==> src/rtl/lrufr_pkg.sv <==
// lrufr_pkg: shared types, codes and the microcode table of the lru frame replacer
// no dependencies; used by lru_frame_replacer
`timescale 1ns / 1ps

package lrufr_pkg;

  localparam int FID_W = 6;
  localparam int CNT_W = 7;
  localparam int CFG_W = 7;
  localparam logic [CFG_W-1:0] CFG_RESET = 7'd64;

  typedef enum logic [1:0] {
    CMD_VICTIM  = 2'd0,
    CMD_PIN     = 2'd1,
    CMD_UNPIN   = 2'd2,
    CMD_RESTORE = 2'd3
  } cmd_t;

  typedef struct packed {
    cmd_t             command;
    logic [FID_W-1:0] frame;
  } req_t;

  typedef struct packed {
    logic             ok;
    logic [FID_W-1:0] victim_frame;
    logic [CNT_W-1:0] evictable_count;
  } rsp_t;

  // datapath operations, one per control word
  typedef enum logic [2:0] {
    ACT_NOP,
    ACT_UNLINK,
    ACT_UNLINK_VIC,
    ACT_HEAD_PREP,
    ACT_HEAD_LINK,
    ACT_TAIL_PREP,
    ACT_TAIL_LINK,
    ACT_SET_OK
  } act_t;

  // jump conditions
  typedef enum logic [2:0] {
    COND_NEVER,
    COND_TAIL_NONE,
    COND_PIN_BAD,
    COND_UNPIN_BAD,
    COND_RESTORE_BAD,
    COND_PRESENT
  } cond_t;

  typedef logic [3:0] step_t;

  localparam step_t S_V0   = 4'd0;
  localparam step_t S_V1   = 4'd1;
  localparam step_t S_P0   = 4'd2;
  localparam step_t S_P1   = 4'd3;
  localparam step_t S_U0   = 4'd4;
  localparam step_t S_U1   = 4'd5;
  localparam step_t S_U2   = 4'd6;
  localparam step_t S_R0   = 4'd7;
  localparam step_t S_R1   = 4'd8;
  localparam step_t S_R2   = 4'd9;
  localparam step_t S_R3   = 4'd10;
  localparam step_t S_FAIL = 4'd11;
  localparam step_t S_OKAY = 4'd12;

  typedef struct packed {
    act_t  act;
    cond_t cond;
    step_t target;
    logic  last;
  } ucw_t;

  // control store: act, jump condition, jump target, end of program
  function automatic ucw_t ucode(input step_t s);
    ucw_t w;
    case (s)
      S_V0:    w = '{act: ACT_NOP,        cond: COND_TAIL_NONE,   target: S_FAIL, last: 1'b0};
      S_V1:    w = '{act: ACT_UNLINK_VIC, cond: COND_NEVER,       target: S_FAIL, last: 1'b1};
      S_P0:    w = '{act: ACT_NOP,        cond: COND_PIN_BAD,     target: S_FAIL, last: 1'b0};
      S_P1:    w = '{act: ACT_UNLINK,     cond: COND_NEVER,       target: S_FAIL, last: 1'b1};
      S_U0:    w = '{act: ACT_NOP,        cond: COND_UNPIN_BAD,   target: S_FAIL, last: 1'b0};
      S_U1:    w = '{act: ACT_HEAD_PREP,  cond: COND_NEVER,       target: S_FAIL, last: 1'b0};
      S_U2:    w = '{act: ACT_HEAD_LINK,  cond: COND_NEVER,       target: S_FAIL, last: 1'b1};
      S_R0:    w = '{act: ACT_NOP,        cond: COND_RESTORE_BAD, target: S_FAIL, last: 1'b0};
      S_R1:    w = '{act: ACT_NOP,        cond: COND_PRESENT,     target: S_OKAY, last: 1'b0};
      S_R2:    w = '{act: ACT_TAIL_PREP,  cond: COND_NEVER,       target: S_FAIL, last: 1'b0};
      S_R3:    w = '{act: ACT_TAIL_LINK,  cond: COND_NEVER,       target: S_FAIL, last: 1'b1};
      S_OKAY:  w = '{act: ACT_SET_OK,     cond: COND_NEVER,       target: S_FAIL, last: 1'b1};
      default: w = '{act: ACT_NOP,        cond: COND_NEVER,       target: S_FAIL, last: 1'b1};
    endcase
    return w;
  endfunction

endpackage

==> src/rtl/lrufr_ram.sv <==
// lrufr_ram: generic single write port ram with one registered read port
// no dependencies
`timescale 1ns / 1ps

module lrufr_ram #(
  parameter int WIDTH = 7,
  parameter int DEPTH = 64
) (
  input  logic                     clk,
  input  logic                     we,
  input  logic [$clog2(DEPTH)-1:0] waddr,
  input  logic [WIDTH-1:0]         wdata,
  input  logic [$clog2(DEPTH)-1:0] raddr,
  output logic [WIDTH-1:0]         rdata
);

  logic [WIDTH-1:0] mem [DEPTH];

  always_ff @(posedge clk) begin
    if (we) begin
      mem[waddr] <= wdata;
    end
    rdata <= mem[raddr];
  end

endmodule

==> src/rtl/lru_frame_replacer.sv <==
// lru_frame_replacer: lru list of evictable frames run by a small microcoded sequencer
// depends on lrufr_pkg and lrufr_ram
`timescale 1ns / 1ps

//  channel    signals                          direction  transfer
//  --------   ------------------------------   ---------  ------------------------------
//  command    start, busy, req                 in         word taken on start & !busy
//  result     done, rsp                        out        word shown for one cycle on done
//  config     cfg_valid, cfg_ready, cfg_data   in         frames_in_use on valid & ready
//
//  one word at a time, taken only while busy is low; victim and pin run the shortest
//  programs, restore of an absent frame the longest; the step count follows from the
//  registered read of the link rams (links are known only after the first step) and
//  their single write ports (two writes to one ram take two steps)
//  synchronous reset empties the list at once: in_list is flip-flops, the link rams need
//  no clearing since a link is only read for a frame that is in the list
//  done is high the cycle after the last step; busy drops in that same cycle, so the next
//  word may be taken while the result is shown; results cannot be stalled

module lru_frame_replacer #(
  parameter int NUM_FRAMES = 64
) (
  input  logic                         clk,
  input  logic                         rst,
  input  logic                         start,
  output logic                         busy,
  input  lrufr_pkg::req_t              req,
  output logic                         done,
  output lrufr_pkg::rsp_t              rsp,
  input  logic                         cfg_valid,
  output logic                         cfg_ready,
  input  logic [lrufr_pkg::CFG_W-1:0]  cfg_data
);

  // only ids below 2**FID_W can ever be named, so storage stops there
  localparam int ID_SPAN = 1 << lrufr_pkg::FID_W;
  localparam int DEPTH   = (NUM_FRAMES < ID_SPAN) ? NUM_FRAMES : ID_SPAN;
  localparam int IDX_W   = $clog2(DEPTH);
  localparam int LINK_W  = $clog2(DEPTH + 1);
  localparam int CFG_MAX = (1 << lrufr_pkg::CFG_W) - 1;
  localparam int CAP     = (NUM_FRAMES > CFG_MAX) ? CFG_MAX : NUM_FRAMES;

  localparam logic [LINK_W-1:0]           LINK_NONE = LINK_W'(DEPTH);
  localparam logic [lrufr_pkg::CNT_W-1:0] CAP_V     = lrufr_pkg::CNT_W'(CAP);

  // control and list state
  logic [lrufr_pkg::CFG_W-1:0] frames_in_use;
  lrufr_pkg::step_t            pc, pc_next, entry;
  logic [LINK_W-1:0]           head, head_next;
  logic [LINK_W-1:0]           tail, tail_next;
  logic [lrufr_pkg::CNT_W-1:0] count, count_next;
  logic [DEPTH-1:0]            in_list, in_list_next;

  // payload of the word in flight
  logic [lrufr_pkg::FID_W-1:0] fid;
  logic [IDX_W-1:0]            cur;

  // link rams
  logic              prev_we, next_we;
  logic [IDX_W-1:0]  prev_waddr, next_waddr;
  logic [LINK_W-1:0] prev_wdata, next_wdata;
  logic [LINK_W-1:0] prev_q, next_q;

  lrufr_pkg::ucw_t             ucw;
  logic [lrufr_pkg::CNT_W-1:0] limit;
  logic                        fid_valid, present, jump, ok_set, vic_set, accept;
  logic [LINK_W-1:0]           cur_link;

  assign cfg_ready = 1'b1;
  assign accept    = start && !busy;
  assign ucw       = lrufr_pkg::ucode(pc);
  assign cur_link  = LINK_W'(cur);

  // a limit above the frame count saturates
  assign limit     = (frames_in_use < CAP_V) ? frames_in_use : CAP_V;
  assign fid_valid = lrufr_pkg::CNT_W'(fid) < limit;
  assign present   = in_list[cur];

  lrufr_ram #(.WIDTH(LINK_W), .DEPTH(DEPTH)) u_prev (
    .clk   (clk),
    .we    (prev_we),
    .waddr (prev_waddr),
    .wdata (prev_wdata),
    .raddr (cur),
    .rdata (prev_q)
  );

  lrufr_ram #(.WIDTH(LINK_W), .DEPTH(DEPTH)) u_next (
    .clk   (clk),
    .we    (next_we),
    .waddr (next_waddr),
    .wdata (next_wdata),
    .raddr (cur),
    .rdata (next_q)
  );

  // program entry per command
  always_comb begin
    unique case (req.command)
      lrufr_pkg::CMD_VICTIM:  entry = lrufr_pkg::S_V0;
      lrufr_pkg::CMD_PIN:     entry = lrufr_pkg::S_P0;
      lrufr_pkg::CMD_UNPIN:   entry = lrufr_pkg::S_U0;
      lrufr_pkg::CMD_RESTORE: entry = lrufr_pkg::S_R0;
      default:                entry = lrufr_pkg::S_FAIL;
    endcase
  end

  // jump condition and step counter
  always_comb begin
    unique case (ucw.cond)
      lrufr_pkg::COND_NEVER:       jump = 1'b0;
      lrufr_pkg::COND_TAIL_NONE:   jump = (tail == LINK_NONE);
      lrufr_pkg::COND_PIN_BAD:     jump = !(fid_valid && present);
      lrufr_pkg::COND_UNPIN_BAD:   jump = !(fid_valid && !present && (count < limit));
      lrufr_pkg::COND_RESTORE_BAD: jump = !fid_valid;
      lrufr_pkg::COND_PRESENT:     jump = present;
      default:                     jump = 1'b0;
    endcase
    pc_next = jump ? ucw.target : lrufr_pkg::step_t'(pc + 4'd1);
  end

  // datapath driven by the control word
  always_comb begin
    head_next    = head;
    tail_next    = tail;
    count_next   = count;
    in_list_next = in_list;
    prev_we      = 1'b0;
    prev_waddr   = cur;
    prev_wdata   = LINK_NONE;
    next_we      = 1'b0;
    next_waddr   = cur;
    next_wdata   = LINK_NONE;
    ok_set       = 1'b0;
    vic_set      = 1'b0;
    if (busy) begin
      case (ucw.act) inside
        lrufr_pkg::ACT_UNLINK, lrufr_pkg::ACT_UNLINK_VIC: begin
          // bridge the neighbors of cur
          if (prev_q != LINK_NONE) begin
            next_we    = 1'b1;
            next_waddr = prev_q[IDX_W-1:0];
            next_wdata = next_q;
          end else begin
            head_next = next_q;
          end
          if (next_q != LINK_NONE) begin
            prev_we    = 1'b1;
            prev_waddr = next_q[IDX_W-1:0];
            prev_wdata = prev_q;
          end else begin
            tail_next = prev_q;
          end
          in_list_next[cur] = 1'b0;
          if (count != '0) begin
            count_next = count - 1'b1;
          end
          ok_set  = 1'b1;
          vic_set = (ucw.act == lrufr_pkg::ACT_UNLINK_VIC);
        end
        lrufr_pkg::ACT_HEAD_PREP: begin
          prev_we    = 1'b1;
          prev_wdata = LINK_NONE;
          next_we    = 1'b1;
          next_wdata = head;
        end
        lrufr_pkg::ACT_HEAD_LINK: begin
          if (head != LINK_NONE) begin
            prev_we    = 1'b1;
            prev_waddr = head[IDX_W-1:0];
            prev_wdata = cur_link;
          end else begin
            tail_next = cur_link;
          end
          head_next         = cur_link;
          in_list_next[cur] = 1'b1;
          count_next        = count + 1'b1;
          ok_set            = 1'b1;
        end
        lrufr_pkg::ACT_TAIL_PREP: begin
          next_we    = 1'b1;
          next_wdata = LINK_NONE;
          prev_we    = 1'b1;
          prev_wdata = tail;
        end
        lrufr_pkg::ACT_TAIL_LINK: begin
          if (tail != LINK_NONE) begin
            next_we    = 1'b1;
            next_waddr = tail[IDX_W-1:0];
            next_wdata = cur_link;
          end else begin
            head_next = cur_link;
          end
          tail_next         = cur_link;
          in_list_next[cur] = 1'b1;
          count_next        = count + 1'b1;
          ok_set            = 1'b1;
        end
        lrufr_pkg::ACT_SET_OK: begin
          ok_set = 1'b1;
        end
        default: begin
        end
      endcase
    end
  end

  // control and list registers
  always_ff @(posedge clk) begin
    if (rst) begin
      busy          <= 1'b0;
      done          <= 1'b0;
      pc            <= lrufr_pkg::S_V0;
      head          <= LINK_NONE;
      tail          <= LINK_NONE;
      count         <= '0;
      in_list       <= '0;
      frames_in_use <= lrufr_pkg::CFG_RESET;
    end else begin
      done <= 1'b0;
      if (cfg_valid && cfg_ready) begin
        frames_in_use <= cfg_data;
      end
      head    <= head_next;
      tail    <= tail_next;
      count   <= count_next;
      in_list <= in_list_next;
      if (accept) begin
        busy <= 1'b1;
        pc   <= entry;
      end else if (busy) begin
        pc <= pc_next;
        if (ucw.last) begin
          busy <= 1'b0;
          done <= 1'b1;
        end
      end
    end
  end

  // payload registers
  always_ff @(posedge clk) begin
    if (accept) begin
      fid <= req.frame;
      // victim works on the tail frame, the others on the given id
      cur <= (req.command == lrufr_pkg::CMD_VICTIM) ? tail[IDX_W-1:0]
                                                     : req.frame[IDX_W-1:0];
    end
    if (busy && ucw.last) begin
      rsp.ok              <= ok_set;
      rsp.victim_frame    <= vic_set ? lrufr_pkg::FID_W'(cur) : '0;
      rsp.evictable_count <= count_next;
    end
  end

  // an empty list has neither head nor count
  a_empty_consistent: assert property (@(posedge clk) disable iff (rst)
    (head == LINK_NONE) == (count == '0))
    else $error("head link and list count disagree");

  a_head_tail: assert property (@(posedge clk) disable iff (rst)
    (head == LINK_NONE) == (tail == LINK_NONE))
    else $error("head and tail links disagree on empty list");

  a_accept_busy: assert property (@(posedge clk) disable iff (rst)
    accept |=> busy && !done)
    else $error("accepted word did not start the sequencer");

  a_busy_fall: assert property (@(posedge clk) disable iff (rst)
    $fell(busy) |-> done)
    else $error("sequencer finished without a result strobe");

  a_victim_ok: assert property (@(posedge clk) disable iff (rst)
    done && (rsp.victim_frame != '0) |-> rsp.ok)
    else $error("victim frame reported on a failed command");

endmodule

==> config.mk <==
export PLATFORM = sky130hd
export DESIGN_NAME = lru_frame_replacer
export DESIGN_NICKNAME = d
export VERILOG_FILES = /design/src/rtl/lrufr_pkg.sv /design/src/rtl/lrufr_ram.sv /design/src/rtl/lru_frame_replacer.sv
export SDC_FILE = /design/constraint.sdc
export NUM_CORES = 1
export LEC_CHECK = 0
export BUFFER_PORTS_ARGS = -buffer_cell sky130_fd_sc_hd__clkbuf_2
export CAP_MARGIN = 20
export CORE_MARGIN = 2
export CORE_UTILIZATION = 25
export DETAILED_ROUTE_END_ITERATION = 7
export MAX_ROUTING_LAYER = met4
export PLACE_DENSITY = 0.37
export SYNTH_ARGS = -nofsm -noshare
export SYNTH_HDL_FRONTEND = slang
export SYNTH_SLANG_ARGS = --single-unit
==> constraint.sdc <==
create_clock -name clk -period 5.3 [get_ports clk]
set_input_delay 0.53 -clock clk [delete_from_list [all_inputs] [get_ports clk]]
set_output_delay 0.53 -clock clk [all_outputs]
set_load 0.02 [all_outputs]
== After elaboration in Yosys (flattened, before gate mapping) ==
Memories as Yosys holds them, arrays and structs flattened. A register that Yosys moved wholly into a read port is not among the register bits.
Cells that the tools add are included.

* Register bits after elaboration: 124
* Latch bits: 0
* Memory bits (writable): 896
* Bits in read-only memories: 160
* Input port bits: 19
* Output and inout bits: 17
* Word-level logic and storage cells: 173
* Memories kept: 3

{| class="wikitable"
|+ Memory list
! memory !! depth !! width !! read ports !! clocked after memory_dff !! write ports !! line !! RTL
|-
| u_next.mem || 64 || 7 || 1 || 1 || 1 || lrufr_ram.sv:17 || <nowiki>logic [WIDTH-1:0] mem [DEPTH];</nowiki>
|-
| u_prev.mem || 64 || 7 || 1 || 1 || 1 || lrufr_ram.sv:17 ||
|-
| (name not given) || 16 || 10 || 1 || 1 || 0 || lrufr_pkg.sv:78 || <nowiki>case (s)</nowiki>
|}

* Add/subtract/negate cells: 3
* Multiply operators: 0
* Div/mod/pow operators: 0
* $lt $le $gt $ge: 5
* Equal/unequal tests: 26
* Shifts and indexed selects: 0
* Mux-type cells: 99
* Bitwise gates (word level): 4
* Reductions and logical operators: 20

{| class="wikitable"
|+ Operators by type and width
! cell !! count
|-
| 64-bit 2-to-1 mux || 5
|-
| 7-bit 2-to-1 mux || 37
|-
| 6-bit 2-to-1 mux || 15
|-
| 64-bit AND || 1
|-
| 64-bit inverter || 1
|-
| 64-bit OR || 1
|-
| 1-bit 2-to-1 mux || 33
|-
| 7-bit != test (second input constant) || 4
|-
| 4-bit 2-to-1 mux || 5
|-
| 3-bit equality test (second input constant) || 6
|-
| 4-bit one-hot mux with 4 select lines || 1
|-
| 3-bit by 2-bit equality test with 1-bit output (second input constant) || 4
|-
| 6-bit AND reduction || 2
|-
| 3-bit by 2-bit != test with 1-bit output (second input constant) || 3
|-
| 7-bit by 1-bit adder with 7-bit output (second input constant) || 1
|-
| 7-bit equality test (second input constant) || 1
|-
| 6-bit by 7-bit less-than comparator with 1-bit output || 1
|-
| 6-bit by 7-bit less-than comparator with 1-bit output (second input constant) || 1
|-
| 7-bit less-than comparator || 1
|-
| 7-bit less-than comparator (second input constant) || 1
|-
| 7-bit nonzero test || 1
|-
| 7-bit by 1-bit subtractor with 7-bit output (second input constant) || 1
|-
| 1-bit binary-select mux with 6-bit select || 1
|-
| 1-bit demux with 6-bit select || 1
|-
| other kinds (17) || 29
|}

== Depth between registers and ports, before layout ==
Gate-level depths: netlist of run 1.

* Word-level depth: 12
* Mapped depth: 18
* Gate-level depth less buffers: 17

== Hierarchy ==
Synthesis of run 1 repeated with hierarchy kept, for this count alone.

* Cells, all modules: 2483
* Area total of the unflattened synthesis: 42490.8 um2

{| class="wikitable"
|+ By module, submodules not included
! module !! instances !! cells an instance !! area each (um2) !! sequential area each (um2)
|-
| lrufr_ram || 2 || 827 || 17635.7 || 13593.0
|-
| lru_frame_replacer || 1 || 829 || 7219.4 || 2922.8
|}

== Worst setup path after synthesis of run 1 ==
No wires, ideal clock.

* Path type: register to register
* Start point: register ucw[8] (netlist name)
* End point: memory u_next.mem[0][6], data pin
* Library setup time: 0.720 ns
* Arrival: 4.026 ns
* Data required time: 4.580 ns
* Path slack: 0.554 ns
* Stages on the path, launching flop included: 8
* Path buffers: 3
* Clock period less this slack: 4.746 ns
* Cell sequence: dfxtp_1 -> clkbuf_1 -> nor2b_1 -> and2_1 -> clkbuf_1 -> nor2b_1 -> buf_2 -> o31ai_1

* Cells in the longest elaborated chain, start to end: 7
* Elaborated cells between the ends (all ways): 13
* Those cells by class: eq/ne (6); mux (6); reduce/logical (1)

{| class="wikitable"
|+ RTL lines
! element !! line !! RTL
|-
| 3-bit equality test (no line) || - ||
|-
| 7-bit 2-to-1 mux (4 in a row) || lru_frame_replacer.sv:137 || <nowiki>case (ucw.act) inside</nowiki>
|-
| 7-bit 2-to-1 mux (*) || lru_frame_replacer.sv:137 ||
|-
| 7-bit 2-to-1 mux (*) || lru_frame_replacer.sv:136 || <nowiki>if (busy) begin</nowiki>
|-
| net next_wdata[6] || lru_frame_replacer.sv:61 || <nowiki>logic [LINK_W-1:0] prev_wdata, next_wdata;</nowiki>
|-
| end, declared || lrufr_ram.sv:17 ||
|}

Mark *: on every way through the listed nets, which the timed path passes. The rest lies on a longest branch.

== Worst setup path after layout of run 1 ==
* Start point: register cur[0]
* End point: register ucw[10] (netlist name)

* Cells in the longest elaborated chain, start to end: 12
* Elaborated cells between the ends (all ways): 14
* Those cells by class: mux (8); reduce/logical (6)

{| class="wikitable"
|+ RTL lines
! element !! line !! RTL
|-
| start, declared || lru_frame_replacer.sv:56 || <nowiki>logic [IDX_W-1:0] cur;</nowiki>
|-
| start signal, assigned || lru_frame_replacer.sv:246 || <nowiki>cur <= (req.command == lrufr_pkg::CMD_VICTIM) ? tail[IDX_W-1:0]</nowiki>
|-
| 1-bit binary-select mux with 6-bit select (*) || lru_frame_replacer.sv:77 || <nowiki>assign present = in_list[cur];</nowiki>
|-
| 1-bit 2-to-1 mux (implied by the code) (*) || lru_frame_replacer.sv:77 ||
|-
| 1-bit logical NOT || lru_frame_replacer.sv:114 || <nowiki>lrufr_pkg::COND_UNPIN_BAD: jump = !(fid_valid && !present && (count < limit));</nowiki>
|-
| 1-bit logical AND (2 in a row) || lru_frame_replacer.sv:114 ||
|-
| 1-bit logical NOT || lru_frame_replacer.sv:114 ||
|-
| 1-bit one-hot mux with 5 select lines (*) || lru_frame_replacer.sv:110 || <nowiki>unique case (ucw.cond)</nowiki>
|-
| 4-bit 2-to-1 mux (*) || lru_frame_replacer.sv:119 || <nowiki>pc_next = jump ? ucw.target : lrufr_pkg::step_t'(pc + 4'd1);</nowiki>
|-
| 4-bit 2-to-1 mux (*) || lru_frame_replacer.sv:231 || <nowiki>end else if (busy) begin</nowiki>
|-
| 4-bit 2-to-1 mux (*) || lru_frame_replacer.sv:228 || <nowiki>if (accept) begin</nowiki>
|-
| 4-bit 2-to-1 mux (no line) (*) (2 in a row) || - ||
|}

Mark *: on every way between the ends. The rest lies on a longest branch, timed or not. The select of a mux whose other input is x is not followed.
A chain may end at the register's enable or synchronous reset.

==> results of run 1 <==
## cell families after synthesis
logic type	after synthesis
AOI/OAI and AO/OA	812
xor gates and xnor gates	3
adders and majority gates	19
buffers and inverters	223
DFF	1043
muxes	77
other	1
and+or+nand+nor	522
## sequential cells by signal, indices dropped and copies added (netlist names), named ones only
name and count:
busy 1, count 7, cur 6, done 1
fid 6, frames_in_use 7, head 7, pc 4
rsp 14, tail 7, u_next.mem 448, u_next.rdata 7
u_prev.mem 448, u_prev.rdata 7, ucw 9
## critical path, stage by stage (launching register included)
cell and delay, ns:
edfxtp_1 0.89, buf_4 0.26, nor2_2 0.10, a221o_1 0.40
a22oi_2 0.21, o22ai_2 0.13, nor4b_4 0.47, nor2_2 0.11
or2_1 0.34, a311o_1 0.43, nand2b_1 0.22, ha_1 0.35
mux2_1 0.29, o211a_1 0.20
## per-layer routing
layer,up-vias,track usage [%]
met1,13320,22.86
li1,11240,-
met2,888,27.05
met5,-,-
met4,0,4.406
met3,182,2.060
## cell type report
cell class / instances / area (um^2) / share of cell area (%)
clock inverter: 63 / 695.7 / 1.441
clock buffer: 152 / 3142 / 6.508
inverter: 27 / 101.3 / 0.2099
timing repair buffer: 215 / 1637 / 3.390
tap: 2175 / 2721 / 5.637
sequential: 1043 / 30110 / 62.37
antenna: 1 / 2.502 / 0.005183
multi-input combinational: 1434 / 9869 / 20.44
## cells in the mapped netlist, types with 15 or more instances
| library cell | number |
|---|---|
| a21oi_1 | 121 |
| a221oi_1 | 77 |
| a222oi_1 | 19 |
| a22o_1 | 69 |
| a22oi_1 | 284 |
| a311oi_1 | 76 |
| a31oi_1 | 55 |
| and2_1 | 25 |
| buf_1 | 29 |
| buf_2 | 20 |
| clkbuf_1 | 140 |
| dfxtp_1 | 121 |
| edfxtp_1 | 922 |
| ha_1 | 19 |
| inv_1 | 26 |
| mux2_2 | 37 |
| mux2i_1 | 32 |
| nand2_1 | 112 |
| nand3_1 | 34 |
| nand4_1 | 32 |
| nor2_1 | 205 |
| nor2b_1 | 17 |
| nor3_1 | 21 |
| nor4_1 | 15 |
| o21ai_0 | 33 |
## worst paths after layout
| kind | to | depth (start not counted) | slack, ns |
|---|---|---|---|
| worst max-delay path | ucw[10]$_DFF_P_ | 13 | 0.77 |
| worst min-delay path | frames_in_use[0]$_SDFFE_PP0P_ | 3 | 0.06 |
| worst max register to register | ucw[10]$_DFF_P_ | 13 | 0.77 |
| worst min register to register | head[1]$_SDFFE_PP0P_ | 2 | 0.49 |
## per-stage QoR
step	instance area (um^2)	setup slack [ns]	power, mW	cells	util [%]
after floorplan	40670	0.5535	10.63	2700	-
after global placement	44370	0.8385	11.58	4888	27.35
after detailed placement	44400	0.7404	11.60	4891	27.37
after CTS	48260	0.7225	19.75	5108	29.75
after global routing	48280	0.3239	20.22	5109	29.76
final	48280	0.7727	19.58	5110	29.76
## power by group
group / switching [mW] / leakage (nW) / internal [mW]
clock: 3.39 / 1.87 / 4.76
sequential: 0.142 / 9.37 / 9.16
combinational: 1.55 / 3.79 / 0.578
==> reports/qor.yml, run 1 <==
status:
  outcome: "finished clean"
routing:
  ant_nets: 0
  drtPass1Iterations: 8
  wl_met1_mm: 63.40
  via_per_inst: 5.015
  maxUsedRoutingLayer: "met4"
  wl_per_cell_um: 27.46
  wirelength_mm: 140.3
  route.detailed.drc: 0
  drt_iter0_markers: 2902
  route.met3.wl_mm: 7.322
  met2WireLength_mm: 66.60
  vias: 25630
global_routing:
  grt_pass1_wl_mm: 198.3
  grt_max_degree: 74
  antenna_found_initial: 1
  first_global_vias: 25550
  grt_usage_pct: 16.95
  grt-ovfl-total: 0
finish:
  layout_commonest_cell: "edfxtp_1"
  drive_above_1_share_pct: 15.92
  syn_to_final_growth_pct: 18.70
  fill_cells: 16150
  mostFrequentLayoutCells: "edfxtp_1 (922), a22oi_1 (284), nor2_1 (190)"
  final_nets: 2874
clock_tree:
  clockBufferDepth: 3
  htreeDepth: 3
  cts_made_buffers: 115
  cts_sinks: 1043
  root_buffer: "clkbuf_16"
  insertion_delay_ns: 0.76
  cts_resized: 0
  cts_tree: "done"
  ctsHoldBuffers: 2
  cts.clk_slew.worst_paths_ns: 0.06
  cts_setup_buffers: 0
logic_synthesis:
  yosys.area.top_type: "edfxtp_1"
  synth_area_leaders: "edfxtp_1 (68%), dfxtp_1 (6.0%), a22oi_1 (5.2%), nor2_1 (1.9%), a221oi_1 (1.7%)"
  synthAdderAreaFrac_pct: 0.5845
  async_reset_ff_share_pct: 0
  ys_seq_area_share_pct: 74.02
  synthMuxAreaShare_pct: 2.153
  yosys.area_share.simple_pct: 6.045
  synth_xor_area_share_pct: 0.06460
  synthFlopType: "edfxtp_1"
  synth_compound_area_share_pct: 14.92
  synth_edf_count: 922
  syn_area_um2: 40670
  synth-seq-cells: 1043
  synth_top_family_by_area: "compound AO/OA/AOI/OAI gates"
  synth_cells: 2700
  synth_cell_types: 81
  syn-num-nets: 2738
  synth_top_cell_area_share_pct: 68.07
  yosysWarnings: 0
  syn_area_per_cell_um2: 15.06
timing:
  setup_viol: 0
  fmax_mhz: 220.9
  tightest_slew_ns: 1.158
  finalClockSkew_ns: 0.06767
  hold_slack_ns: 0.05916
  period_share_pct: 85.42
  fin_tns_setup_ns: 0
  final_max_slew_viol_count: 0
  min_period_ns: 4.527
  hold_viol_final: 0
  max_slew_margin_pct: 22.61
  rsz0062_at_grt: "false"
critical_path:
  worstPathRequired_ns: 5.92
  crit_fanout: 20
  crit_path_end_kind: "register"
  path_class: "reg -> reg"
  r2r-start: "cur[0]$_DFFE_PP_"
  crit_start: "cur[0]$_DFFE_PP_"
  startpoint_type: "register"
  worstPathArrival_ns: 5.15
hold_path:
  min-delay-start: "cfg_data[0]"
  hold_path.class: "in -> reg"
floorplanning:
  ios: 36
  rows: 148
  start_util_pct: 25.07
  core-area_um2: 162200
  dieArea_um2: 165900
  fp.dieW_um: 407.4
  die_height_um: 407.4
placement:
  dpl.hpwl_mm: 89.67
  io_buffers: 34
  place_congestion: 0.8421
power:
  pwr_density_cell_nw_per_um2: 405.5
  vdd_drop_max_v: 0.0002724
  leakage_nw: 15.02
run:
  drv_cap: 0
(Power assumes the default switching activity.)
==> inputs of run 2 (changes only) <==
- CORE_MARGIN: 2 -> not set
- RECOVER_POWER: not set -> 100
==> run 2 against run 1 <==
Compared with the run above: the flow now finishes with violations (max-capacitance violations, max-slew violations); critical path depth decreased by 3; cell area decreased by 1.3%; count of clock-buffer cells in the layout decreased by 7; worst hold slack improved by 0.11 ns; clock skew decreased by 0.024 ns; routed wire length decreased by 1.0%; die area decreased by 0.98%; clock power decreased by 2.5%.
==> reports/qor.yml, run 2 (synthesis gave the netlist of run 1 again) <==
global_routing:
  antenna_found_initial: 3  # was 1
  grt-ovfl-total: 0  # unchanged
  first_global_vias: 25120  # was 25.55k
  grt_pass1_wl_mm: 195.4  # was 198.3 mm
  grt_usage_pct: 17.11  # was 16.95%
  grt_max_degree: 74  # unchanged
clock_tree:
  cts_resized: 0  # unchanged
  insertion_delay_ns: 0.78  # was 0.76 ns
  clockBufferDepth: 3  # unchanged
  cts.clk_slew.worst_paths_ns: 0.06  # about the same
  cts_setup_buffers: 0  # unchanged
  cts_made_buffers: 113  # was 115
  htreeDepth: 3  # unchanged
  cts_tree: "done"  # unchanged
  root_buffer: "clkbuf_16"  # unchanged
  ctsHoldBuffers: 11  # was 2
  cts_sinks: 1043  # unchanged
finish:
  drive_above_1_share_pct: 11.28  # was 15.92%
  top_regs: "u_next.mem: 448 flops, u_prev.mem: 448 flops, rsp: 14 flops"  # unchanged
  multi_input_area_um2: 9769  # was 9869 um^2
  syn_to_final_growth_pct: 17.14  # was 18.70%
  final_nets: 2864  # was 2,874
  regArea_um2: 30110  # about the same
  antennaDiodeCount: 0  # was 1
  layout_commonest_cell: "edfxtp_1"  # unchanged
  fill_cells: 16120  # was 16.15k
  stdcell_area_um2: 47650  # was 48,280 um^2
  mostFrequentLayoutCells: "edfxtp_1 (922), a22oi_1 (284), nor2_1 (198)"  # was edfxtp_1 (922), a22oi_1 (284), nor2_1 (190)
timing:
  fmax_mhz: 210.0  # was 220.9 MHz
  final_max_slew_viol_count: 568  # was 0
  fin_tns_setup_ns: 0  # unchanged
  finalClockSkew_ns: 0.04364  # was 0.06767 ns
  min_period_ns: 4.762  # was 4.527 ns
  setup_viol: 0  # unchanged
  tightest_slew_ns: 3.669  # was 1.158 ns
  rsz0062_at_grt: "false"  # unchanged
  max_slew_margin_pct: -144.6  # was 22.61%
  hold_viol_final: 0  # unchanged
  period_share_pct: 89.86  # was 85.42%
critical_path:
  crit_path_end_kind: "register"  # unchanged
  worstPathRequired_ns: 5.97  # was 5.92 ns
  r2r-start: "cur[0]$_DFFE_PP_"  # unchanged
  reg2reg_to: "u_next.rdata[3]$_DFF_P_"  # was ucw[10]$_DFF_P_
  worstPathArrival_ns: 5.43  # was 5.15 ns
  ff2ff_setup_slack_ns: 0.54  # was 0.77 ns
  path_class: "reg -> reg"  # unchanged
  crit_fanout: 52  # was 20
  startpoint_type: "register"  # unchanged
  reg2reg_depth: 10  # was 13
routing:
  wl_per_cell_um: 27.31  # was 27.46 um
  drtPass1Iterations: 6  # was 8
  ant_nets: 0  # unchanged
  wirelength_mm: 138.9  # was 140.3 mm
  drt_iter0_markers: 2669  # was 2,902
  vias: 25630  # about the same
  via_per_inst: 5.041  # was 5.015
  route.detailed.drc: 0  # unchanged
floorplanning:
  die_height_um: 405.4  # was 407.4 um
  fp.dieW_um: 405.4  # was 407.4 um
  core-area_um2: 161100  # was 162,200 um^2
  rows: 147  # was 148
  dieArea_um2: 164300  # was 165,900 um^2
  ios: 36  # unchanged
  start_util_pct: 25.24  # was 25.07%
power:
  comb_power_share_pct: 10.8  # was 10.9%
  vdd_drop_max_v: 0.0003058  # was 0.0002724 V
  p_switching_mw: 5.137  # was 5.080 mW
  pwr-share-seq_pct: 48.1  # was 47.5%
  p_clk_share_pct: 41.1  # was 41.6%
  pwr_density_cell_nw_per_um2: 405.6  # was 405.5 nW/um^2
  switching_share_pct: 26.58  # was 25.95%
  leakage_nw: 14.46  # was 15.02 nW
  internal-power_mw: 14.19  # was 14.50 mW
status:
  violations: "max-capacitance violations, max-slew violations"
  outcome: "complete, but fails checks"  # was finished clean
placement:
  dpl.hpwl_mm: 88.96  # was 89.67 mm
  io_buffers: 34  # unchanged
  place_congestion: 0.8553  # was 0.8421
  postPlaceCellArea_um2: 44220  # was 44,400 um^2
run:
  drv_cap: 12  # was 0
hold_path:
  min-delay-start: "req[3]"  # was cfg_data[0]
  whs_endpoint: "fid[3]$_DFFE_PP_"  # was frames_in_use[0]$_SDFFE_PP0P_
  hold_depth: 1  # was 3
  hold_path.class: "in -> reg"  # unchanged
-- run 2: stage by stage --
stage | cells | util (%) | setup WS (ns) | power [mW] | hold slack, ns
global placement | 4858 | 27.45 | 0.9203 | 11.58 | 0.4882
CTS | 5083 | 29.84 | 0.7524 | 19.54 | 0.01154
global route | 5085 | 29.57 | 0.2619 | 19.95 | 0.1355
floorplan | 2700 | - | 0.5535 | 10.63 | 0.4527
finish | 5085 | 29.57 | 0.5376 | 19.33 | 0.1714
detailed placement | 4858 | 27.45 | 0.8032 | 11.59 | 0.4864
-- run 2: power by group through the flow --
stage | Clock (mW) | Sequential, mW | Combinational [mW]
6_report | 7.94 | 9.30 | 2.09
5_1_grt | 8.41 | 9.31 | 2.23
4_1_cts | 8.11 | 9.29 | 2.14
3_5_place_dp | 0 | 9.46 | 2.13
3_3_place_gp | 0 | 9.46 | 2.13
2_1_floorplan | 0 | 9.41 | 1.22
-- run 2: worst max-delay path: stages (launching register included) --
cell and delay (ns):
edfxtp_1 0.37, buf_12 0.30, nor2b_1 0.76, buf_4 0.38, and2_2 1.06, buf_4 0.41, buf_4 0.31, a221oi_1 0.16
a31oi_1 0.43, a21oi_1 0.15, nand4_1 0.24
-- run 2: layer usage --
| metal | vias up | track usage, % | wire (um) |
|---|---|---|---|
| li1 | 11200 | - | - |
| met2 | 887 | 26.59 | 64520 |
| met1 | 13380 | 23.49 | 64410 |
| met4 | 0 | 4.499 | 2958 |
| met3 | 162 | 2.217 | 7006 |
| met5 | - | - | 0 |
-- run 2: worst max path at each step --
| stage | start | slack, ns | depth (start not counted) | endpoint |
|---|---|---|---|---|
| after floorplan | ucw[8]$_DFF_P_ | 0.55 | 7 | u_next.mem[0][6]$_DFFE_PP_ |
| after global placement | ucw[8]$_DFF_P_ | 0.92 | 9 | u_prev.mem[9][6]$_DFFE_PP_ |
| after detailed placement | ucw[8]$_DFF_P_ | 0.80 | 8 | u_prev.mem[10][3]$_DFFE_PP_ |
| after CTS | ucw[8]$_DFF_P_ | 0.75 | 8 | u_prev.mem[10][3]$_DFFE_PP_ |
| after global routing | ucw[9]$_DFF_P_ | 0.26 | 8 | u_next.mem[17][5]$_DFFE_PP_ |
| final | cur[0]$_DFFE_PP_ | 0.54 | 10 | u_next.rdata[3]$_DFF_P_ |
-- run 2: layout make-up --
cell class              instances  share of cell area, %
clock buffers                 145                  6.384
clock inverters                69                  1.465
inverters                      27                 0.2127
multi-input cells            1434                  20.50
flip-flops and latches       1043                  63.19
well taps                    2160                  5.672
repair buffers                207                  2.571
